===== config.mk =====
export PLATFORM = sky130hd
export DESIGN_NAME = pwm_throttle_sweep_generator
export DESIGN_NICKNAME = d
export VERILOG_FILES = /design/src/design/pts_pkg.sv /design/src/design/pwm_throttle_sweep_generator.sv
export SDC_FILE = /design/constraint.sdc
export NUM_CORES = 1
export LEC_CHECK = 0
export ABC_AREA = 1
export BUFFER_PORTS_ARGS = -buffer_cell sky130_fd_sc_hd__buf_2
export CAP_MARGIN = 20
export CORE_MARGIN = 2
export CORE_UTILIZATION = 60
export DETAILED_ROUTE_END_ITERATION = 6
export PLACE_DENSITY = 0.83
export SYNTH_ARGS = -nofsm -noshare
export SYNTH_HDL_FRONTEND = slang
export SYNTH_SLANG_ARGS = --single-unit

===== constraint.sdc =====
create_clock -name clk -period 9.6 [get_ports clk]
set_input_delay 1.92 -clock clk [delete_from_list [all_inputs] [get_ports clk]]
set_output_delay 1.92 -clock clk [all_outputs]
set_load 0.05 [all_outputs]

===== src/design/pts_pkg.sv =====
// ----------------------------------------------------------------------------
// pts_pkg
// Shared types and constants for the pulse-width throttle sweep generator.
// ----------------------------------------------------------------------------
`default_nettype none

package pts_pkg;

  localparam int LEVEL_BITS = 8;
  localparam int WIDTH_BITS = 16;
  localparam int CFG_BITS   = 16;
  localparam int INDEX_BITS = 2;

  // level times gain fits in this many bits
  localparam int SPAN_BITS = LEVEL_BITS + 4;

  localparam int SPAN_UNI_GAIN = 10;
  localparam int SPAN_BI_GAIN  = 5;

  localparam logic [WIDTH_BITS-1:0] PULSE_MIN_RST = WIDTH_BITS'(1000);
  localparam logic [WIDTH_BITS-1:0] PULSE_MID_RST = WIDTH_BITS'(1500);

  typedef enum logic [2:0] {
    MODE_OFF         = 3'd0,
    MODE_SWEEP_UNI   = 3'd1,
    MODE_FIXED_UNI   = 3'd2,
    MODE_SWEEP_BI    = 3'd3,
    MODE_SWEEP_SIDE  = 3'd4,
    MODE_FIXED_BI    = 3'd5
  } mode_t;

  typedef enum logic [INDEX_BITS-1:0] {
    REG_DRIVE_MODE = 2'd0,
    REG_PULSE_MIN  = 2'd1,
    REG_PULSE_MID  = 2'd2
  } reg_index_t;

endpackage

`default_nettype wire


===== src/design/pwm_throttle_sweep_generator.sv =====
// ----------------------------------------------------------------------------
// pwm_throttle_sweep_generator
// Moves a servo pulse-width value by at most one count per input beat, as the
// drive mode selects (the off mode clears it to 0), and returns the new width
// with a direction indicator.
// Input channel: item_valid / item_stall carry adc_level, one beat per tick while item_stall is low.
// Output channel: result_valid / result_stall carry pulse_width and led_on.
// Configuration: cfg_we with cfg_index and cfg_data writes drive_mode, pulse_min or
// pulse_mid; the user must write only while no beat is in flight; not enforced.
// Pipeline: an accepted input beat passes the input register, then the result
// register that also updates the width state.
// Throughput: one beat per cycle while result_stall does not hold the output; the width
// and direction state is read and written in the same cycle, so consecutive beats never wait on it.
// Reset: both stages empty, width 0, direction rising, mode off,
// pulse_min 1000, pulse_mid 1500.
// Stall: a stalled result holds; the input register still takes a beat if it
// is empty, and item_stall rises only when both stages are full and blocked.
// ----------------------------------------------------------------------------
`default_nettype none

module pwm_throttle_sweep_generator (
  input  wire logic                             clk,
  input  wire logic                             rst,
  input  wire logic                             item_valid,
  output logic                                  item_stall,
  input  wire logic [pts_pkg::LEVEL_BITS-1:0]   adc_level,
  output logic                                  result_valid,
  input  wire logic                             result_stall,
  output logic [pts_pkg::WIDTH_BITS-1:0]        pulse_width,
  output logic                                  led_on,
  input  wire logic                             cfg_we,
  input  wire logic [pts_pkg::INDEX_BITS-1:0]   cfg_index,
  input  wire logic [pts_pkg::CFG_BITS-1:0]     cfg_data
);

  localparam int WB = pts_pkg::WIDTH_BITS;
  localparam int SB = pts_pkg::SPAN_BITS;

  pts_pkg::mode_t    drive_mode;
  logic [WB-1:0]     pulse_min;
  logic [WB-1:0]     pulse_mid;

  logic [WB-1:0]     width_reg;
  logic [WB-1:0]     width_next;
  logic              rising;
  logic              rising_next;

  logic                           level_valid;
  logic [pts_pkg::LEVEL_BITS-1:0] level;

  logic              advance;
  logic              step;

  logic [SB-1:0]     span_uni;
  logic [SB-1:0]     span_bi;
  logic [WB-1:0]     up_uni;
  logic [WB-1:0]     up_bi;
  logic [WB-1:0]     lo_bi;
  logic [WB-1:0]     width_inc;
  logic [WB-1:0]     width_dec;
  logic [WB-1:0]     bound_lo;
  logic [WB-1:0]     bound_hi;
  logic [WB-1:0]     target;
  logic              do_sweep;
  logic              do_approach;

  // configuration registers
  always_ff @(posedge clk) begin
    if (rst) begin
      drive_mode <= pts_pkg::MODE_OFF;
      pulse_min  <= pts_pkg::PULSE_MIN_RST;
      pulse_mid  <= pts_pkg::PULSE_MID_RST;
    end else if (cfg_we) begin
      unique case (cfg_index)
        pts_pkg::REG_DRIVE_MODE: drive_mode <= pts_pkg::mode_t'(cfg_data[2:0]);
        pts_pkg::REG_PULSE_MIN:  pulse_min  <= WB'(cfg_data);
        pts_pkg::REG_PULSE_MID:  pulse_mid  <= WB'(cfg_data);
        default: ;
      endcase
    end
  end

  // handshake
  assign advance    = !(result_valid && result_stall);
  assign item_stall = level_valid && !advance;
  assign step       = level_valid && advance;

  // input register
  always_ff @(posedge clk) begin
    if (rst) begin
      level_valid <= 1'b0;
    end else if (!item_stall) begin
      level_valid <= item_valid;
    end
  end

  always_ff @(posedge clk) begin
    if (!item_stall && item_valid) begin
      level <= adc_level;
    end
  end

  // bounds and step
  always_comb begin
    span_uni  = SB'(level) * SB'(pts_pkg::SPAN_UNI_GAIN);
    span_bi   = SB'(level) * SB'(pts_pkg::SPAN_BI_GAIN);
    up_uni    = pulse_min + WB'(span_uni);
    up_bi     = pulse_mid + WB'(span_bi);
    lo_bi     = pulse_mid - WB'(span_bi);
    width_inc = width_reg + WB'(1);
    width_dec = width_reg - WB'(1);
  end

  always_comb begin
    width_next  = width_reg;
    rising_next = rising;
    bound_lo    = pulse_min;
    bound_hi    = up_uni;
    target      = up_uni;
    do_sweep    = 1'b0;
    do_approach = 1'b0;

    unique case (drive_mode)
      pts_pkg::MODE_OFF: width_next = '0;
      pts_pkg::MODE_SWEEP_UNI: begin
        do_sweep = 1'b1;
        bound_lo = pulse_min;
        bound_hi = up_uni;
      end
      pts_pkg::MODE_FIXED_UNI: begin
        do_approach = 1'b1;
        target      = up_uni;
      end
      pts_pkg::MODE_SWEEP_BI: begin
        do_sweep = 1'b1;
        bound_lo = lo_bi;
        bound_hi = up_bi;
      end
      pts_pkg::MODE_SWEEP_SIDE: begin
        do_sweep = 1'b1;
        bound_lo = pulse_mid;
        bound_hi = up_bi;
      end
      pts_pkg::MODE_FIXED_BI: begin
        do_approach = 1'b1;
        target      = up_bi;
      end
      default: ;
    endcase

    if (do_sweep) begin
      if (width_reg >= bound_hi) begin
        rising_next = 1'b0;
      end else if (width_reg <= bound_lo) begin
        rising_next = 1'b1;
      end
      width_next = rising_next ? width_inc : width_dec;
    end

    if (do_approach) begin
      if (width_reg < target) begin
        width_next = width_inc;
      end else if (width_reg > target) begin
        width_next = width_dec;
      end
    end
  end

  // state and result register
  always_ff @(posedge clk) begin
    if (rst) begin
      width_reg    <= '0;
      rising       <= 1'b1;
      result_valid <= 1'b0;
    end else begin
      if (step) begin
        width_reg <= width_next;
        rising    <= rising_next;
      end
      if (advance) begin
        result_valid <= level_valid;
      end
    end
  end

  always_ff @(posedge clk) begin
    if (step) begin
      pulse_width <= width_next;
      led_on      <= rising;
    end
  end

endmodule

`default_nettype wire


==> results.toml, run 1 <==
[hold_path]
min_path_type = "flip-flop to flip-flop"
holdPathStages = 2

[drt]
ant_nets = 0
num_vias = 8085
viasPerCell = 5.615
drc = 0
wire_per_inst_um = 15.13
wirelength_um = 21780
drt_iter0_markers = 686
drtPass1Iterations = 5

[power]
peakVddDrop_v = 0.0001177
powerDensity_nw_per_um2 = 167.3
leakage_uw = 0.004500

[clock_network]
postCtsHoldBufs = 0
cts_max_level = 3
cts-root-buf = "clkbuf_16"
cts_buffer_depth = 2
cts.repair.resized = 0
cts_tree = "done"
clock_sinks = 79
clkLatencyLatePin_ns = 0.36
path_clk_slew_ns = 0.07
cts_setup_buffers = 0
numCtsBuffers = 9

[final_layout]
post-route-cell-area_um2 = 8657
num-fill-cells = 1249
drive_gt1_share_pct = 8.623
diodes = 0
final_nets = 1391
areaGrowthSynthToFinish_pct = 7.505
utilization_pct = 65.63
stdcell_count = 1440

[die]
die_area_um2 = 14360
fp.dieW_um = 119.9
die_h_um = 119.9
coreArea_um2 = 13190
ios = 50
initial_core_util_pct = 61.05
num_rows = 42

[critical_path]
cpMaxStageDelayCell = "edfxtp_1"
arrival_ns = 6.30
path_class = "flip-flop to flip-flop"
crit_path_end_kind = "flip-flop"
worstPathRequired_ns = 9.72
cpPeakStageDelay_ns = 0.51
cpMostUsedCell = "nand2_1"
cp-start-kind = "flip-flop"
r2r.worst_path.cells = 29
crit_fanout = 17

[yosys]
yosysUniqueCellTypes = 50
async_reset_ff_share_pct = 0
synth_edf_count = 25
netlist_instances = 1235
ys_ff_latch = 79
synth.yosys.seq_area_share_pct = 22.75
syn-cell-area_um2 = 8053
syn_nets = 1367
synth_ff_type = "dfxtp_1"
avgSynthCellArea_um2 = 6.520
yosys_warnings = 0

[global_route]
grt_pass1_wl_um = 36140
grt_start_max_net_pins = 38
first_global_vias = 7779
overflow = 0
grt.total_usage_pct = 31.50
antenna_found_initial = 0

[timing]
report.final.hold_viol_count = 0
drv_slew = 0
setup_violations = 0
slew_headroom_pct = 35.66
fin_crit_ns = 6.181
tightest_slew_ns = 0.9616
finalSetupTns_ns = 0
rsz0062_at_grt = "no"
min_period_over_period_pct = 64.38
fmax_mhz = 161.8
skew_ns = 0.01123

[placed_design]
place_area_um2 = 8343
gp_congestion = 0.9468
dp_hpwl_um = 16620
port-buffer-count = 49
dp.cells = 1424

[run]
maxCapViolations = 0

[status]
outcome = "completed"
## where the power goes
group,switching (uW),internal [uW]
Combinational,445,230
Sequential,29.1,368
Clock,150,227
Total,624,825
## kinds of logic after synthesis
kind of cell	count (synthesis)	share of synthesized area [%]
xor gates and xnor gates	49	5.329
and+or+nand+nor	589	31.51
DFF	79	22.75
buffers and inverters	210	10.50
adders and majority gates	101	16.07
AOI/OAI and AO/OA	207	13.84
## cell usage in the layout (no fill, tap or decap), types with 4 or more instances in the layout
cell type,synthesis,routed
a21oi_1,88,88
buf_2,7,49
buf_4,5,4
clkbuf_16,0,9
dfxtp_1,54,54
edfxtp_1,25,25
fa_1,4,4
ha_1,97,97
inv_1,154,154
inv_2,15,15
nand2_1,328,328
nand2_2,7,7
nand3_1,125,125
nand4_1,18,18
nor2_1,78,77
nor2_2,5,6
nor3_1,11,11
o21ai_0,77,77
o21ai_1,9,9
o22ai_1,12,12
or2_2,4,4
xnor2_1,8,8
xor2_1,41,41
## per-layer routing
metal | part of all wire [%] | up-vias | global-route usage (%)
met5 | 0 | - | 0
met3 | 6.9 | 74 | 4.895
li1 | - | 4109 | -
met4 | 4.5 | 0 | 17.06
met2 | 47 | 318 | 53.36
met1 | 41 | 3584 | 38.36
## per-stage QoR
step / setup WS [ns] / hold slack (ns) / total power (uW)
finish: 3.419 / 0.4977 / 1449
global route: 2.881 / 0.5311 / 1560
CTS: 3.533 / 0.4957 / 1443
detailed placement: 3.539 / 0.4776 / 1066
global placement: 3.709 / 0.4767 / 1052
floorplan: 4.617 / 0.4245 / 922.7
## worst paths after layout
check	from	end	slack [ns]
setup / recovery	level[1]$_DFFE_PP_	pulse_width[13]$_DFFE_PP_	3.42
hold / removal	level_valid$_SDFFE_PP0N_	result_valid$_SDFFE_PP0N_	0.50
setup reg to reg	level[1]$_DFFE_PP_	pulse_width[13]$_DFFE_PP_	3.42
hold reg to reg	level_valid$_SDFFE_PP0N_	result_valid$_SDFFE_PP0N_	0.50
## critical path: cells and delay by family (launching register included)
family | cells | cell delay (ns)
xor+xnor | 1 | 0.27
simple gates | 16 | 2.56
flops | 1 | 0.51
compound gates | 4 | 0.66
buf+inv | 3 | 0.23
fa+ha+maj | 5 | 1.71
## synthesized netlist by cell type, drive strengths merged, types with 2 or more instances
cell    number  share of area (%)
nand4       18                1.4
nor4         2               0.16
nand3      126                7.9
o21ai       87                5.5
a31oi        3               0.23
nor2        84                4.2
a21oi       89                5.6
nand3b       2               0.19
xor2        41                4.5
dfxtp       54                 13
edfxtp      25                9.3
inv        169                7.9
or2          5               0.39
ha          97                 15
buf         17                1.5
o31ai        2               0.19
o311ai       2               0.22
nor3        15                1.3
o22ai       12               0.93
nand2      335                 16
o21bai       3               0.33
clkbuf      23                1.1
a21o         2               0.19
fa           4               0.99
xnor2        8               0.87
## area by class of cell
class | count | area (um2) | area share, %
Multi-Input combinational cell | 946 | 5378 | 62.12
Clock inverter | 6 | 85.08 | 0.9828
Timing Repair Buffer | 53 | 275.3 | 3.180
Inverter | 170 | 638.1 | 7.371
Sequential cell | 79 | 1832 | 21.16
Clock buffer | 10 | 229.0 | 2.645
Tap cell | 176 | 220.2 | 2.544
(Power assumes the default switching activity.)
==> inputs of run 2 (changes only) <==
Settings changed: CORE_UTILIZATION 60 to 57.
Clock period 9.6 ns to 5.4 ns, I/O delays scaled along.
==> run 2 against run 1 <==
  * Non-clock buffer count is 40 higher
  * Core utilization rose by 4.3 points
  * First-iteration DRC count rose by 35%
  * Global-route usage is 1.3 points lower
==> results.toml, run 2 (synthesized netlist as in run 1, its figures left out) <==
[global_route]
grt_start_max_net_pins = 37
antenna_found_initial = 0
top_usage_layer = "met2"
grt_use_met1_pct = 37.94
first_global_vias = 7644
overflow = 0
grt.total_usage_pct = 30.25
grt_pass1_wl_um = 36090
use_met3_pct = 3.578
grtUsageMet2_pct = 52.00

[critical_path]
crit_fanout = 8
worstPathRequired_ns = 5.50
r2r.worst_path.cells = 31
cp-start-kind = "flip-flop"
cpMaxStageDelayCell = "edfxtp_1"
cp_num_buf_inv = 3
rrSetupSlack_ns = 0.04
cpPeakStageDelay_ns = 0.50
arrival_ns = 5.46
crit_path_end_kind = "flip-flop"
path_class = "flip-flop to flip-flop"
crit-reg2reg-launch = "level[3]$_DFFE_PP_"
path_delay_family = "simple AND/OR/NAND/NOR gates"
r2r_end = "pulse_width[11]$_DFFE_PP_"

[die]
ios = 50
num_rows = 43
coreArea_um2 = 13830
die_area_um2 = 15090
die_h_um = 122.9
fp.dieW_um = 122.9
initial_core_util_pct = 58.24

[clock_network]
path_clk_slew_ns = 0.07
postCtsHoldBufs = 0
cts_max_level = 3
clock_sinks = 79
numCtsBuffers = 9
cts_tree = "done"
clkLatencyLatePin_ns = 0.36
cts_buffer_depth = 2
cts-root-buf = "clkbuf_16"

[timing]
min_period_over_period_pct = 99.24
tightest_slew_ns = 0.8174
slew_headroom_pct = 45.35
report.final.hold_viol_count = 0
setup_violations = 0
fmax_mhz = 186.6
drv_slew = 0
hold_slack_ns = 0.4835
rsz0062_at_grt = "yes"
skew_ns = 0.008035
finalSetupTns_ns = 0
fin_crit_ns = 5.359

[final_layout]
diodes = 0
areaGrowthSynthToFinish_pct = 20.03
utilization_pct = 69.90
final_nets = 1431
final_cell_mix = "nand2_1 (299), inv_1 (147), nand3_1 (98), ha_1 (81), a21oi_1 (78)"
final_common_cell = "nand2_1"
drive_gt1_share_pct = 20.32

[drt]
wire_per_inst_um = 16.01
wirelength_um = 23750
drtPass1Iterations = 6
drc = 0
num_vias = 8556
drt_iter0_markers = 928
ant_nets = 0
viasPerCell = 5.765

[placed_design]
gp_congestion = 0.9718
dp_hpwl_um = 16890
port-buffer-count = 49

[hold_path]
hp-start = "pulse_min[15]$_SDFFE_PP0P_"
worstHoldEndpoint = "pulse_min[15]$_SDFFE_PP0P_"
holdPathStages = 2
min_path_type = "flip-flop to flip-flop"

[power]
peakVddDrop_v = 0.0001770
leakage_uw = 0.004836
powerDensity_nw_per_um2 = 296.9
finalPower_uw = 2869

[status]
outcome = "completed"

[run]
maxCapViolations = 0
run 2: cell types whose count changed in the layout (fill, tap and decap cells not counted), moves of 7 or more:
cell / change
o21ai_0: -7
inv_1: -7
a21oi_2: +9
nand2_2: +24
buf_4: +27
nand3_2: +27
a21oi_1: -10
ha_4: +14
nand2_1: -29
nand3_1: -27
ha_1: -16
nor2_1: -9
buf_6: +10
run 2: where the power goes:
group / leakage [uW] / total, uW / internal, uW / switching, uW
clock: 0.000156 / 677 / 407 / 270
combinational: 0.00400 / 1480 / 575 / 907
sequential: 0.000683 / 710 / 655 / 54.9
total: 0.00484 / 2870 / 1640 / 1230
run 2: tightest hold or removal path, delay by kind of cell, from the launching register on:
family          cells  cell delay (ns)
flops               1             0.32
buf+inv             1             0.07
compound gates      1             0.05
run 2: cell type report:
type / count / area, um2
Tap cell: 180 / 225.2
Sequential cell: 79 / 1832
Timing Repair Buffer: 93 / 650.6
Multi-Input combinational cell: 946 / 5997
Clock inverter: 7 / 95.09
Clock buffer: 9 / 225.2
Inverter: 170 / 640.6
Fill cell: 1151 / 4161
run 2: through the flow:
stage               std cells  instance area [um2]  setup slack, ns
finish                   1484                 9666          0.04125
global route             1484                 9666          -0.1798
CTS                      1472                 8907         0.008102
detailed placement       1455                 8563         -0.06433
global placement         1455                 8563          0.09956
floorplan                1235                 8053           0.4172
run 2: routing by layer:
metal,share of wire [%],vias to the layer above
li1,-,4191
met1,41,3916
met2,49,375
met3,6.3,74
met4,3.5,0
met5,0,-
run 2: how the worst max path moves through the flow:
stage / end / cells after the start / start
3_3_place_gp: pulse_width[11]$_DFFE_PP_ / 33 / level[3]$_DFFE_PP_
4_1_cts: pulse_width[11]$_DFFE_PP_ / 33 / level[3]$_DFFE_PP_
2_1_floorplan: pulse_width[14]$_DFFE_PP_ / 31 / level[1]$_DFFE_PP_
5_1_grt: width_reg[10]$_SDFFE_PP0P_ / 36 / level[3]$_DFFE_PP_
6_report: pulse_width[11]$_DFFE_PP_ / 31 / level[3]$_DFFE_PP_
3_5_place_dp: pulse_width[1]$_DFFE_PP_ / 30 / level[1]$_DFFE_PP_
run 2: timing repair:
| action | 4_1_cts | 5_1_grt |
|---|---|---|
| gates resized for setup | 4 | 147 |
| gates cloned | 0 | 1 |
| setup endpoints to repair | 29 | 33 |
| buffers inserted | 1 | 11 |
| pin swaps | 1 | 72 |
==> inputs of run 3 (changes only) <==
Settings changed: CORE_ASPECT_RATIO from default to 1.5.
==> run 3 against run 2 <==
  * Sequential share of layout area is 0.29 points higher
  * Global-route usage is 1.2 points higher
  * Via count is 0.23% lower
  * Cell area is 1.5% lower
  * Total power hardly changed
  * Clock skew hardly changed
  * Routed wire length is 1.6% higher
  * Fmax is 2.0% higher
  * Die area is 0.13% higher
  * First-iteration DRC count is 45% lower
  * Combinational power hardly changed
  * Register-to-register slack better by 0.10 ns
==> results.toml, run 3 (synthesized netlist as in run 1, its figures left out) <==
[critical_path]
worstPathRequired_ns = 5.50
crit-reg2reg-launch = "level[3]$_DFFE_PP_"
r2r_end = "pulse_width[3]$_DFFE_PP_"
cpMaxStageDelayCell = "edfxtp_1"
path_delay_family = "simple AND/OR/NAND/NOR gates"
cpPeakStageDelay_ns = 0.50
r2r.worst_path.cells = 28
cp_num_buf_inv = 3
rrSetupSlack_ns = 0.14
path_class = "flip-flop to flip-flop"
crit_fanout = 6
crit_path_end_kind = "flip-flop"
cpMostUsedCell = "ha_4"
cp-start-kind = "flip-flop"
arrival_ns = 5.36

[drt]
wirelength_um = 24140
drc = 0
num_vias = 8536
wire_per_inst_um = 16.41
drt_iter0_markers = 509
viasPerCell = 5.803
drtPass1Iterations = 5
ant_nets = 0

[timing]
fin_crit_ns = 5.256
min_period_over_period_pct = 97.33
hold_slack_ns = 0.4978
report.final.hold_viol_count = 0
rsz0062_at_grt = "yes"
fmax_mhz = 190.3
setup_violations = 0
drv_slew = 0
slew_headroom_pct = 40.34
skew_ns = 0.008518
finalWorstSetupSlack_ns = 0.1440
tightest_slew_ns = 0.8925

[final_layout]
areaGrowthSynthToFinish_pct = 18.21
final_cell_mix = "nand2_1 (308), inv_1 (148), nand3_1 (114), ha_1 (83), a21oi_1 (75)"
final_common_cell = "nand2_1"
diodes = 0
final_nets = 1433
drive_gt1_share_pct = 17.92
stdcell_count = 1471
num-fill-cells = 1219

[power]
finalPower_uw = 2868
powerDensity_nw_per_um2 = 301.3
peakVddDrop_v = 0.0001950
leakage_uw = 0.004827

[placed_design]
dp_hpwl_um = 17840
dpl_worst_slack_ns = -0.05087
gp_congestion = 0.9924
dp.cells = 1441
port-buffer-count = 49

[status]
outcome = "completed"

[die]
die_area_um2 = 15110
coreArea_um2 = 13930
fp.dieW_um = 101.1
ios = 50
die_h_um = 149.6
initial_core_util_pct = 57.83
num_rows = 53

[hold_path]
hp-start = "pulse_min[15]$_SDFFE_PP0P_"
min_path_type = "flip-flop to flip-flop"
holdPathStages = 2
worstHoldEndpoint = "pulse_min[15]$_SDFFE_PP0P_"

[run]
maxCapViolations = 0

[global_route]
grt_pass1_wl_um = 37340
grt_start_max_net_pins = 38
antenna_found_initial = 0
overflow = 0
grt.total_usage_pct = 31.40
first_global_vias = 8070

[clock_network]
cts_max_level = 3
cts_buffer_depth = 2
cts_tree = "done"
numCtsBuffers = 9
path_clk_slew_ns = 0.06
clock_sinks = 79
cts-root-buf = "clkbuf_16"
clkLatencyLatePin_ns = 0.35
[run 3: cell count changes in the layout (fill, tap and decap cells not counted), moves of 3 or more]
cell,before,now
nand3_1,98,114
nand3_2,28,12
nand2_2,31,20
nand2_1,299,308
buf_6,10,3
buf_4,31,36
a21oi_1,78,75
a21oi_2,10,13
[run 3: how the worst max path moves through the flow]
stage	start	end	slack, ns	depth (start not counted)
2_1_floorplan	level[1]$_DFFE_PP_	pulse_width[14]$_DFFE_PP_	0.42	31
4_1_cts	level[3]$_DFFE_PP_	pulse_width[10]$_DFFE_PP_	0.01	31
5_1_grt	level[3]$_DFFE_PP_	width_reg[7]$_SDFFE_PP0P_	-0.17	36
3_5_place_dp	level[3]$_DFFE_PP_	pulse_width[2]$_DFFE_PP_	-0.05	29
3_3_place_gp	level[5]$_DFFE_PP_	pulse_width[13]$_DFFE_PP_	0.05	32
6_report	level[3]$_DFFE_PP_	pulse_width[3]$_DFFE_PP_	0.14	28
[run 3: final cells by class]
class / instances / area [um2] / share of cell area [%]
clock buffers: 10 / 229.0 / 2.405
clock inverters: 6 / 85.08 / 0.8938
inverters: 170 / 638.1 / 6.703
multi-input cells: 946 / 5829 / 61.24
flip-flops and latches: 79 / 1832 / 19.24
well taps: 165 / 206.4 / 2.169
repair buffers: 95 / 699.4 / 7.348
[run 3: repair_timing]
item,4_1_cts,5_1_grt
gates cloned,0,4
setup buffers,1,9
hold buffers,0,0
setup endpoints to repair,32,33
gates resized for setup,1,110
pin swaps,1,59
[run 3: stage by stage]
step                setup TNS (ns)  area (um2)  util (%)
global placement                 0        8569     61.54
floorplan                        0        8053         -
CTS                              0        8891     63.85
finish                           0        9519     68.36
detailed placement         -0.7847        8569     61.54
global route                -3.695        9519     68.36
[run 3: report_power, final]
group | switching, uW | internal, uW
clock | 265 | 404
combinational | 907 | 585
sequential | 53.1 | 655
total | 1230 | 1640
[run 3: worst min-delay path, delay by kind of cell, from the launching register on]
family | cells | cell delay, ns
buffers and inverters | 1 | 0.07
AO/OA/AOI/OAI | 1 | 0.06
flip-flops | 1 | 0.32
[run 3: per-layer routing]
| layer | GRT usage [%] | wire length, um | up-vias |
|---|---|---|---|
| met5 | 0 | 0 | - |
| met4 | 17.91 | 1635 | 0 |
| met3 | 3.970 | 1340 | 126 |
| met2 | 58.44 | 12530 | 375 |
| met1 | 33.15 | 8632 | 3835 |
| li1 | - | - | 4200 |
